File: config.mk
export PLATFORM = sky130hd
export DESIGN_NAME = uart_frame_word_packer_flat
export DESIGN_NICKNAME = d
export VERILOG_FILES = /design/src/ufwp_pkg.sv /design/src/ufwp_if.sv /design/src/uart_frame_word_packer.sv /design/src/ufwp_front.sv /design/src/ufwp_queue.sv /design/src/ufwp_back.sv /design/src/flat_wrapper.sv
export SDC_FILE = /design/constraint.sdc
export NUM_CORES = 1
export LEC_CHECK = 0
export BUFFER_PORTS_ARGS = -buffer_cell sky130_fd_sc_hd__buf_4
export CAP_MARGIN = 40
export CORE_MARGIN = 2
export CORE_UTILIZATION = 46
export CTS_CLUSTER_DIAMETER = 40
export DETAILED_ROUTE_END_ITERATION = 12
export GPL_TIMING_DRIVEN = 0
export PLACE_DENSITY_LB_ADDON = 0.15
export SKIP_LAST_GASP = 1
export SLEW_MARGIN = 20
export SYNTH_ARGS = -nofsm -noshare
export SYNTH_HDL_FRONTEND = slang
export SYNTH_HIERARCHICAL = 1
export SYNTH_SLANG_ARGS = --single-unit
export TNS_END_PERCENT = 5
File: constraint.sdc
create_clock -name clk -period 4 [get_ports clk]
set_input_delay 0.4 -clock clk [delete_from_list [all_inputs] [get_ports clk]]
set_output_delay 0.4 -clock clk [all_outputs]
set_load 0.005 [all_outputs]
File: src/ufwp_pkg.sv
// ----------------------------------------------------------------------------
// ufwp_pkg
// Shared types and helpers for the serial frame word packer.
// ----------------------------------------------------------------------------
package ufwp_pkg;

  localparam int unsigned WORDS_MAX = 3;

  // one line word as it leaves the block
  typedef struct packed {
    logic [7:0] shift_word;
    logic [3:0] bit_count;
    logic       message_done;
  } word_t;

  // every word that one input byte causes
  typedef struct packed {
    word_t [WORDS_MAX-1:0] words;
    logic  [1:0]           num;     // 1..3 words valid
  } plan_t;

  localparam logic [7:0] MASK_1_LO = 8'h55;
  localparam logic [7:0] MASK_1_HI = 8'haa;
  localparam logic [7:0] MASK_2_LO = 8'h33;
  localparam logic [7:0] MASK_2_HI = 8'hcc;
  localparam logic [7:0] MASK_4_LO = 8'h0f;
  localparam logic [7:0] MASK_4_HI = 8'hf0;

  localparam logic [3:0] FULL_WORD = 4'd8;

  function automatic logic [7:0] bit_mirror(input logic [7:0] v);
    logic [7:0] x;
    x = ((v >> 1) & MASK_1_LO) | ((v << 1) & MASK_1_HI);
    x = ((x >> 2) & MASK_2_LO) | ((x << 2) & MASK_2_HI);
    x = ((x >> 4) & MASK_4_LO) | ((x << 4) & MASK_4_HI);
    return x;
  endfunction

endpackage

File: src/ufwp_if.sv
// ----------------------------------------------------------------------------
// ufwp_in_if / ufwp_out_if
// Valid/ready channels for message bytes and line words.
// ----------------------------------------------------------------------------
interface ufwp_in_if;
  logic       valid;
  logic       ready;
  logic [7:0] data_byte;
  logic       last_byte;

  modport source (output valid, output data_byte, output last_byte, input ready);
  modport sink   (input valid, input data_byte, input last_byte, output ready);
endinterface

interface ufwp_out_if;
  logic       valid;
  logic       ready;
  logic [7:0] shift_word;
  logic [3:0] bit_count;
  logic       message_done;
  logic       run_last;

  modport source (output valid, output shift_word, output bit_count,
                  output message_done, output run_last, input ready);
  modport sink   (input valid, input shift_word, input bit_count,
                  input message_done, input run_last, output ready);
endinterface

File: src/uart_frame_word_packer.sv
// ----------------------------------------------------------------------------
// A byte's word list is written into the queue, then its first word is loaded
// into the output register. Each byte causes 1 to 3 line words, which the
// word sequencer emits in turn from the head of the queue.
// The front accepts a new byte each cycle while the queue has room.
// Reset: synchronous active-low rst_n clears held bits, queue and output valid.
// ----------------------------------------------------------------------------
// uart_frame_word_packer
// Packs start/data/stop serial frames into MSB-first 8-bit line words.
// ----------------------------------------------------------------------------
module uart_frame_word_packer #(
  parameter int unsigned QUEUE_DEPTH = 2
) (
  input  logic       clk,
  input  logic       rst_n,
  ufwp_in_if.sink    in_chan,
  ufwp_out_if.source out_chan
);
  import ufwp_pkg::*;

  logic  push;
  logic  pop;
  logic  q_full;
  logic  q_empty;
  plan_t push_plan;
  plan_t head_plan;

  ufwp_front u_front (
    .clk          (clk),
    .rst_n        (rst_n),
    .in_valid     (in_chan.valid),
    .in_ready     (in_chan.ready),
    .in_data_byte (in_chan.data_byte),
    .in_last_byte (in_chan.last_byte),
    .push         (push),
    .push_plan    (push_plan),
    .q_full       (q_full)
  );

  ufwp_queue #(
    .DEPTH (QUEUE_DEPTH)
  ) u_queue (
    .clk       (clk),
    .rst_n     (rst_n),
    .push      (push),
    .push_plan (push_plan),
    .full      (q_full),
    .pop       (pop),
    .empty     (q_empty),
    .head_plan (head_plan)
  );

  ufwp_back u_back (
    .clk              (clk),
    .rst_n            (rst_n),
    .empty            (q_empty),
    .head_plan        (head_plan),
    .pop              (pop),
    .out_valid        (out_chan.valid),
    .out_ready        (out_chan.ready),
    .out_shift_word   (out_chan.shift_word),
    .out_bit_count    (out_chan.bit_count),
    .out_message_done (out_chan.message_done),
    .out_run_last     (out_chan.run_last)
  );

endmodule

File: src/ufwp_front.sv
// ----------------------------------------------------------------------------
// ufwp_front
// Takes bytes, frames them against the held-over bits and builds the
// list of line words for each byte.
// ----------------------------------------------------------------------------
module ufwp_front (
  input  logic                clk,
  input  logic                rst_n,
  input  logic                in_valid,
  output logic                in_ready,
  input  logic [7:0]          in_data_byte,
  input  logic                in_last_byte,
  output logic                push,
  output ufwp_pkg::plan_t     push_plan,
  input  logic                q_full
);
  import ufwp_pkg::*;

  logic [6:0] held_r, held_nxt;
  logic [2:0] cnt_r, cnt_nxt;
  logic [7:0] r;
  logic [2:0] n_a;
  logic [6:0] held_a;
  logic [7:0] wf;
  plan_t      plan;

  assign in_ready  = !q_full;
  assign push      = in_valid && in_ready;
  assign push_plan = plan;

  always_comb begin
    r      = bit_mirror(in_data_byte);
    plan   = '0;
    n_a    = 3'd1;
    held_a = {6'd0, r[0]};
    wf     = '0;

    if (cnt_r == 3'd0) begin
      plan.words[0] = '{shift_word: r >> 1, bit_count: FULL_WORD, message_done: 1'b0};
      plan.num      = 2'd1;
    end else if (cnt_r >= 3'd6) begin
      // held bits plus stop bit fill a word, then a fresh aligned frame
      plan.words[0] = '{shift_word: {held_r, 1'b1}, bit_count: FULL_WORD,
                        message_done: 1'b0};
      plan.words[1] = '{shift_word: r >> 1, bit_count: FULL_WORD, message_done: 1'b0};
      plan.num      = 2'd2;
    end else begin
      plan.words[0].shift_word = (8'({1'b0, held_r}) << (4'd8 - {1'b0, cnt_r}))
                               | (8'd1 << (3'd7 - cnt_r))
                               | (r >> ({1'b0, cnt_r} + 4'd2));
      plan.words[0].bit_count  = FULL_WORD;
      plan.num                 = 2'd1;
      n_a    = cnt_r + 3'd2;
      held_a = 7'(r & ~(8'hff << n_a));
    end

    if (in_last_byte) begin
      // idle-high bit below the stop bit, dropped when no room remains
      wf = (8'({1'b0, held_a}) << (4'd8 - {1'b0, n_a})) | (8'd1 << (3'd7 - n_a));
      if (n_a != 3'd7) wf = wf | (8'd1 << (3'd6 - n_a));
      if (plan.num == 2'd2) begin
        plan.words[2] = '{shift_word: wf, bit_count: {1'b0, n_a} + 4'd1,
                          message_done: 1'b1};
      end else begin
        plan.words[1] = '{shift_word: wf, bit_count: {1'b0, n_a} + 4'd1,
                          message_done: 1'b1};
      end
      plan.num = plan.num + 2'd1;
    end
  end

  always_comb begin
    held_nxt = held_r;
    cnt_nxt  = cnt_r;
    if (push) begin
      held_nxt = in_last_byte ? 7'd0 : held_a;
      cnt_nxt  = in_last_byte ? 3'd0 : n_a;
    end
  end

  always_ff @(posedge clk) begin
    if (!rst_n) begin
      held_r <= '0;
      cnt_r  <= '0;
    end else begin
      held_r <= held_nxt;
      cnt_r  <= cnt_nxt;
    end
  end

endmodule

File: src/ufwp_queue.sv
// ----------------------------------------------------------------------------
// ufwp_queue
// Short FIFO of word lists between the framing front and the word sequencer.
// ----------------------------------------------------------------------------
module ufwp_queue #(
  parameter int unsigned DEPTH = 2
) (
  input  logic            clk,
  input  logic            rst_n,
  input  logic            push,
  input  ufwp_pkg::plan_t push_plan,
  output logic            full,
  input  logic            pop,
  output logic            empty,
  output ufwp_pkg::plan_t head_plan
);
  import ufwp_pkg::*;

  localparam int unsigned PTR_W = $clog2(DEPTH);
  localparam int unsigned CNT_W = $clog2(DEPTH + 1);

  plan_t             mem [DEPTH];
  logic [PTR_W-1:0]  wr_ptr_r, wr_ptr_nxt;
  logic [PTR_W-1:0]  rd_ptr_r, rd_ptr_nxt;
  logic [CNT_W-1:0]  cnt_r, cnt_nxt;

  assign full      = (cnt_r == CNT_W'(DEPTH));
  assign empty     = (cnt_r == '0);
  assign head_plan = mem[rd_ptr_r];

  always_comb begin
    wr_ptr_nxt = wr_ptr_r;
    rd_ptr_nxt = rd_ptr_r;
    cnt_nxt    = cnt_r;
    if (push) begin
      wr_ptr_nxt = (wr_ptr_r == PTR_W'(DEPTH - 1)) ? '0 : wr_ptr_r + 1'b1;
    end
    if (pop) begin
      rd_ptr_nxt = (rd_ptr_r == PTR_W'(DEPTH - 1)) ? '0 : rd_ptr_r + 1'b1;
    end
    if (push && !pop) cnt_nxt = cnt_r + 1'b1;
    else if (pop && !push) cnt_nxt = cnt_r - 1'b1;
  end

  always_ff @(posedge clk) begin
    if (push) mem[wr_ptr_r] <= push_plan;
  end

  always_ff @(posedge clk) begin
    if (!rst_n) begin
      wr_ptr_r <= '0;
      rd_ptr_r <= '0;
      cnt_r    <= '0;
    end else begin
      wr_ptr_r <= wr_ptr_nxt;
      rd_ptr_r <= rd_ptr_nxt;
      cnt_r    <= cnt_nxt;
    end
  end

endmodule

File: src/ufwp_back.sv
// ----------------------------------------------------------------------------
// ufwp_back
// Steps through the head word list, one word per cycle while the output
// is not stalled, into the output register.
// ----------------------------------------------------------------------------
module ufwp_back (
  input  logic            clk,
  input  logic            rst_n,
  input  logic            empty,
  input  ufwp_pkg::plan_t head_plan,
  output logic            pop,
  output logic            out_valid,
  input  logic            out_ready,
  output logic [7:0]      out_shift_word,
  output logic [3:0]      out_bit_count,
  output logic            out_message_done,
  output logic            out_run_last
);
  import ufwp_pkg::*;

  logic [1:0] idx_r, idx_nxt;
  logic       vld_r, vld_nxt;
  word_t      word_r, word_nxt;
  logic       last_r, last_nxt;
  logic       load;
  logic       final_word;

  assign load       = (!vld_r || out_ready) && !empty;
  assign final_word = (idx_r == head_plan.num - 2'd1);
  assign pop        = load && final_word;

  always_comb begin
    idx_nxt  = idx_r;
    vld_nxt  = vld_r && !out_ready;
    word_nxt = word_r;
    last_nxt = last_r;
    if (load) begin
      vld_nxt  = 1'b1;
      word_nxt = head_plan.words[idx_r];
      last_nxt = final_word;
      idx_nxt  = final_word ? 2'd0 : idx_r + 2'd1;
    end
  end

  always_ff @(posedge clk) begin
    if (!rst_n) begin
      idx_r <= '0;
      vld_r <= 1'b0;
    end else begin
      idx_r <= idx_nxt;
      vld_r <= vld_nxt;
    end
  end

  always_ff @(posedge clk) begin
    word_r <= word_nxt;
    last_r <= last_nxt;
  end

  assign out_valid        = vld_r;
  assign out_shift_word   = word_r.shift_word;
  assign out_bit_count    = word_r.bit_count;
  assign out_message_done = word_r.message_done;
  assign out_run_last     = last_r;

endmodule

File: src/flat_wrapper.sv
// flat-port wrapper written by rule: the top's interface ports become plain ports
module uart_frame_word_packer_flat import ufwp_pkg::*;
#(
  parameter int unsigned QUEUE_DEPTH = 2
)
  (clk, rst_n, in_chan_valid, in_chan_data_byte, in_chan_last_byte, in_chan_ready, out_chan_valid, out_chan_shift_word, out_chan_bit_count, out_chan_message_done, out_chan_run_last, out_chan_ready);
  ufwp_in_if in_chan_i ();
  ufwp_out_if out_chan_i ();
  input  logic clk;
  input  logic rst_n;
  input wire logic [$bits(in_chan_i.valid)-1:0] in_chan_valid;
  input wire logic [$bits(in_chan_i.data_byte)-1:0] in_chan_data_byte;
  input wire logic [$bits(in_chan_i.last_byte)-1:0] in_chan_last_byte;
  output wire logic [$bits(in_chan_i.ready)-1:0] in_chan_ready;
  output wire logic [$bits(out_chan_i.valid)-1:0] out_chan_valid;
  output wire logic [$bits(out_chan_i.shift_word)-1:0] out_chan_shift_word;
  output wire logic [$bits(out_chan_i.bit_count)-1:0] out_chan_bit_count;
  output wire logic [$bits(out_chan_i.message_done)-1:0] out_chan_message_done;
  output wire logic [$bits(out_chan_i.run_last)-1:0] out_chan_run_last;
  input wire logic [$bits(out_chan_i.ready)-1:0] out_chan_ready;
  assign in_chan_i.valid = in_chan_valid;
  assign in_chan_i.data_byte = in_chan_data_byte;
  assign in_chan_i.last_byte = in_chan_last_byte;
  assign in_chan_ready = in_chan_i.ready;
  assign out_chan_valid = out_chan_i.valid;
  assign out_chan_shift_word = out_chan_i.shift_word;
  assign out_chan_bit_count = out_chan_i.bit_count;
  assign out_chan_message_done = out_chan_i.message_done;
  assign out_chan_run_last = out_chan_i.run_last;
  assign out_chan_i.ready = out_chan_ready;
  uart_frame_word_packer #(.QUEUE_DEPTH(QUEUE_DEPTH)) u_core (.clk(clk), .rst_n(rst_n), .in_chan(in_chan_i), .out_chan(out_chan_i));
endmodule
==> out/qor.yml, run 1 <==
cts:
  cts.clk_slew.worst_paths_ps: 50
  cts_sinks: 114
  cts_made_buffers: 17
  cts_tree: "yes"
  ctsLongestPathBuffers: 2
  h-tree-depth: 4
  cts-root-buf: "clkbuf_16"
  clk_latency_ps: 400
outcome:
  outcome: "complete, no violations"
timing:
  layout_min_cycle_time_ps: 3810
  finClkSkew_ps: 11.7
  rsz0062_at_grt: "no"
  setup_tns_ps: 0
  slew_headroom_pct: 51.0
  final-hold-violation-count: 0
  fin_hold_ws_ps: 275
  setup_viol: 0
  report.final.slew_viol_count: 0
  post-route-period-util_pct: 95.2
  worst_pin_slew_ps: 734
  max_freq_ghz: 0.263
synth:
  ys_seq_area_share_pct: 54.6
  synth_edf_count: 96
  synth_cells: 491
  synth_top_area_share_pct: 48.5
  ys_warn_count: 6
  netlist_top_cells_area: "edfxtp_1 (49%), mux2_2 (8.0%), dfxtp_1 (6.1%)"
  synth.most_common_cell: "edfxtp_1"
  syn_area_per_cell_um2: 12.1
  ys_seq_elements: 114
  synth_largest_area_cell: "edfxtp_1"
  netlist_top_cells_count: "edfxtp_1 (96), mux2_2 (42), nand2_1 (39)"
  synthFlopType: "edfxtp_1"
  netlist_area_um2: 5940
  synthArstFlopShare_pct: 0
  yosysUniqueCellTypes: 64
setup_path:
  reg2reg_from: "u_core/u_front/cnt_r[0]"
  crit_type: "flop to flop"
  end_kind: "flop"
  critPathLaunchType: "flop"
  worstRegToRegCells: 14
  path_max_fanout: 10
  rr_endpoint: "u_core/u_queue/mem[0][26]"
  r2r_setup_slack_ps: 190
  crit_arrival_ps: 3910
  crit_required_ps: 4100
layout:
  final_nets: 581
  drive_gt1_share_pct: 26.8
  area_growth_pct: 20.0
  insertedDiodeCount: 0
power_and_ir_drop:
  power.leakage_nw: 2.60
  vdd.ir_drop.worst_mv: 0.281
  power_density_nw_per_um2: 657
global_routing:
  track_usage_pct: 20.2
  grt_remaining_overflow: 0
  grt_pass1_vias: 3970
  grt_max_degree: 23
  grt_pass1_wl_mm: 21.5
  grt_antenna_before_repair: 0
route:
  num_vias: 4053
  wl_mm: 13.6
  final_antenna_net_count: 0
  avgViaCountPerCell: 5.51
  first_pass_iters: 5
  avgRoutedWirePerCell_um: 18.6
  drc_errors: 0
  drt-initial-drc-count: 344
placement:
  gp_congestion: 0.924
  dpl.hpwl_mm: 9.75
  port_buffers: 28
job:
  max_cap_violations: 0
worst_hold_path:
  min_from: "rst_n"
  hold_path.class: "input port to flop"
  min_to: "u_core/u_queue/wr_ptr_r"
  holdPathStages: 2
die:
  core-area_um2: 12600
  pin_count: 29
  start_util_pct: 47.1
  fp-row-count: 41
  die_area_um2: 13800
  die_y_um: 118
  dieWidth_um: 118
## registers in the layout, summed over array words and instances, names as in the netlist, named ones only
signal	cells
u_core/u_front/held_r	7
u_core/u_queue/mem	82
u_core/u_back/idx_r	2
u_core/u_back/out_bit_count	4
u_core/u_back/out_run_last	1
u_core/u_back/out_message_done	1
u_core/u_front/cnt_r	3
u_core/u_back/out_valid	1
u_core/u_queue/rd_ptr_r	1
u_core/u_back/out_shift_word	8
u_core/u_queue/cnt_r	2
u_core/u_queue/wr_ptr_r	1
## cells in the final DEF (no fill, tap or decap), drive strengths merged, types with 13 or more instances in the layout
master,netlist,layout
buf,24,58
clkbuf,6,27
dfxtp,18,18
edfxtp,96,96
ha,18,18
inv,18,18
mux2,44,44
mux2i,21,21
nand2,39,39
nor2,26,26
nor2b,13,13
o21ai,28,28
## how the worst max path moves through the flow
stage | startpoint | slack [ps] | end
2_1_floorplan | u_core/u_queue/cnt_r[0] | 640 | u_core/u_queue/mem[0][0]
3_3_place_gp | u_core/u_queue/cnt_r[0] | -720 | u_core/u_queue/mem[0][6]
3_5_place_dp | u_core/u_front/cnt_r[0] | -440 | u_core/u_queue/mem[0][26]
4_1_cts | u_core/u_front/cnt_r[0] | 30 | u_core/u_queue/mem[1][26]
5_1_grt | u_core/u_front/cnt_r[0] | 10 | u_core/u_queue/mem[1][26]
6_report | u_core/u_front/cnt_r[0] | 190 | u_core/u_queue/mem[0][26]
## metrics by stage
stage	power [mW]	utilization [%]	std cells	worst slack [ps]	cell area [µm²]
after floorplan	2.65	-	496	638	5960
after global placement	3.09	50.6	696	-720	6390
after detailed placement	3.12	51.1	698	-441	6450
after CTS	4.68	56.1	730	26.8	7080
after global routing	4.92	56.5	735	12.1	7130
final	4.68	56.5	735	191	7130
## where the power goes
| group | total (mW) | switching, mW | internal [mW] | leakage, nW |
|---|---|---|---|---|
| sequential | 1.70 | 0.0715 | 1.63 | 1.06 |
| clock | 1.54 | 0.493 | 1.05 | 0.297 |
| combinational | 1.44 | 0.793 | 0.649 | 1.24 |
| total | 4.68 | 1.36 | 3.33 | 2.60 |
## critical path: stages, from the launching register on
cell and delay [ps]:
dfxtp_1 410, clkbuf_4 250, buf_4 210, clkinv_2 170
ha_1 270, ha_2 250, buf_6 170, nor2_2 200
nand2_1 130, ha_1 340, clkbuf_2 210, a31oi_1 250
o21ai_0 150, a32oi_2 310, o21ai_0 200
## logic make-up after synthesis
logic type                 after synthesis  synth area share, %
AOI/OAI and AO/OA                      110                 12.9
xor gates and xnor gates                 6                0.884
adders and majority gates               18                 3.79
buffers and inverters                   52                 4.17
DFF                                    114                 54.6
muxes                                   68                 13.0
other                                    2                0.126
and+or+nand+nor                        121                 10.5
## layer usage
metal / GRT usage, % / wire [µm] / vias to the layer above
li1: - / - / 1962
met1: 26.3 / 6050 / 1938
met2: 32.8 / 6550 / 136
met3: 5.43 / 800 / 17
met4: 7.00 / 247 / 0
met5: 0 / 0 / -
## area by class of cell
class / count / area [µm²]
fillers: 1086 / 5490
flip-flops and latches: 114 / 3240
multi-input cells: 330 / 2490
clock buffers: 20 / 447
repair buffers: 35 / 307
well taps: 172 / 215
plain buffers: 30 / 171
clock inverters: 12 / 164
inverters: 22 / 87.6
## what timing repair did
item                                    in CTS  in global routing
endpoints found under the setup margin      28                 14
buffers inserted                             0                  4
gates resized for setup                      4                  4
gates cloned                                 0                  0
pin swaps                                    0                  1
hold buffers                                 0                  0
Note: power is estimated with default switching activity, not from simulation.
==> inputs of run 2 (changes only) <==
==> constraint.sdc (replaced) <==
create_clock -name clk -period 3.3 [get_ports clk]
set_input_delay 0.33 -clock clk [delete_from_list [all_inputs] [get_ports clk]]
set_output_delay 0.33 -clock clk [all_outputs]
set_load 0.005 [all_outputs]
==> run 2 against run 1 <==
- non-clock buffer count increased by 2
- critical path type unchanged
- sequential share of layout area down 0.54 points
- clock power increased by 16%
- via count grew 0.72%
- register-to-register slack got worse by 60 ps
- setup slack worse by 62 ps
- critical endpoint is now u_core/u_queue/mem[1][26]
- first-iteration DRC count increased by 9.6%
- combinational power increased by 28%
- maximum frequency increased by 20%
- die area unchanged
==> out/qor.yml, run 2 (same netlist as run 1, synthesis figures left out) <==
layout:
  largest_register_ffs: 82
  top_register: "u_core/u_queue/mem"
  drive_gt1_share_pct: 29.2
  utilization_pct: 57.2
  final_nets: 583
  insertedDiodeCount: 0
  final_common_cell: "edfxtp_1"
  final_cell_mix: "edfxtp_1 (96), mux2_2 (42), buf_4 (41)"
  area_growth_pct: 21.5
timing:
  final-hold-violation-count: 0
  post-route-period-util_pct: 96.1
  fin_ws_ps: 129
  max_freq_ghz: 0.315
  setup_viol: 0
  finClkSkew_ps: 8.01
  report.final.slew_viol_count: 0
  worst_pin_slew_ps: 695
  layout_min_cycle_time_ps: 3170
  slew_headroom_pct: 53.7
global_routing:
  grt_pass1_wl_mm: 22.6
  grt_max_degree: 25
  track_usage_pct: 21.5
  grt_pass1_vias: 4068
  grt_antenna_before_repair: 0
  grt_remaining_overflow: 0
setup_path:
  path_max_fanout: 10
  critPathLaunchType: "flop"
  crit_required_ps: 3440
  path_cells: "buf_6 -> buf_6 -> clkinv_4 -> ha_1 -> ha_2 -> buf_6 -> nor2_4 -> nand2_2 -> ha_4 -> buf_4 -> nor2_1 -> o21ai_0 -> o211ai_1 -> a32oi_1 -> buf_4 -> o21ai_1"
  crit_family: "buffers and inverters"
  path_common_cell: "buf_6"
  critical-path-max-stage-delay_ps: 380
  crit_buf_inv: 6
  worstRegToRegCells: 16
  crit_type: "flop to flop"
  r2r_setup_slack_ps: 130
  end_kind: "flop"
  crit_arrival_ps: 3310
  worst-path-stages: 16
  cp_slowest_cell: "dfxtp_4"
cts:
  h-tree-depth: 4
  clk_latency_ps: 420
  cts_hold_buf: 0
  cts-root-buf: "clkbuf_16"
  cts_tree: "yes"
  cts_made_buffers: 17
  ctsLongestPathBuffers: 2
  cts.clk_slew.worst_paths_ps: 60
  cts_sinks: 114
route:
  avgViaCountPerCell: 5.54
  drc_errors: 0
  avgRoutedWirePerCell_um: 19.3
  num_vias: 4082
  wl_mm: 14.2
  final_antenna_net_count: 0
  first_pass_iters: 7
  drt-initial-drc-count: 377
placement:
  port_buffers: 28
  dpl.hpwl_mm: 9.99
  gp_congestion: 0.866
  pre_cts_ws_ps: -1070
power_and_ir_drop:
  power_density_nw_per_um2: 787
  vdd.ir_drop.worst_mv: 0.296
  power.leakage_nw: 2.60
worst_hold_path:
  hold_path.class: "input port to flop"
  holdPathStages: 2
die:
  dieWidth_um: 118
  die_y_um: 118
  pin_count: 29
  fp-row-count: 41
  die_area_um2: 13800
  core-area_um2: 12600
  start_util_pct: 47.1
outcome:
  outcome: "complete, no violations"
job:
  max_cap_violations: 0
==> run 2: power breakdown <==
part	switching, mW	internal (mW)
clock	0.669	1.11
sequential	0.0890	1.97
combinational	1.00	0.843
total	1.76	3.93
==> run 2: area by class of cell <==
| cell class | instances | area [µm²] |
|---|---|---|
| clock inverter | 15 | 161 |
| multi-input combinational | 330 | 2550 |
| clock buffer | 17 | 425 |
| buffer | 30 | 185 |
| timing repair buffer | 37 | 342 |
| sequential | 114 | 3250 |
| tap | 172 | 215 |
| fill | 1091 | 5400 |
| inverter | 22 | 92.6 |
==> run 2: final timing paths <==
check,start,to
min,rst_n,u_core/u_queue/wr_ptr_r
max,u_core/u_front/cnt_r[0],u_core/u_queue/mem[1][26]
max reg2reg,u_core/u_front/cnt_r[0],u_core/u_queue/mem[1][26]
min reg2reg,u_core/u_queue/cnt_r[1],u_core/u_queue/cnt_r[1]
==> run 2: metrics by stage <==
| stage | area [µm²] | instances | setup TNS [ps] | power (mW) | hold slack (ps) |
|---|---|---|---|---|---|
| CTS | 7130 | 733 | 0 | 5.66 | 186 |
| global route | 7220 | 737 | -91.7 | 5.98 | 195 |
| detailed placement | 6480 | 699 | -25670 | 3.82 | 503 |
| finish | 7220 | 737 | 0 | 5.69 | 196 |
| floorplan | 5960 | 496 | -56.4 | 3.20 | 448 |
| global placement | 6390 | 696 | -29710 | 3.73 | 478 |
==> run 2: layer usage <==
metal | GRT usage [%] | vias up | routed length, µm
met4 | 6.93 | 0 | 230
met3 | 5.38 | 22 | 579
met2 | 35.2 | 98 | 7030
met5 | 0 | - | 0
li1 | - | 1961 | -
met1 | 28.1 | 2001 | 6350
==> run 2: what timing repair did <==
action | 4_1_cts | 5_1_grt
resized for setup | 17 | 15
pin swaps | 2 | 0
endpoints found under the hold margin | 0 | 0
gates cloned | 0 | 0
setup endpoints to repair | 36 | 24
buffers inserted | 2 | 3
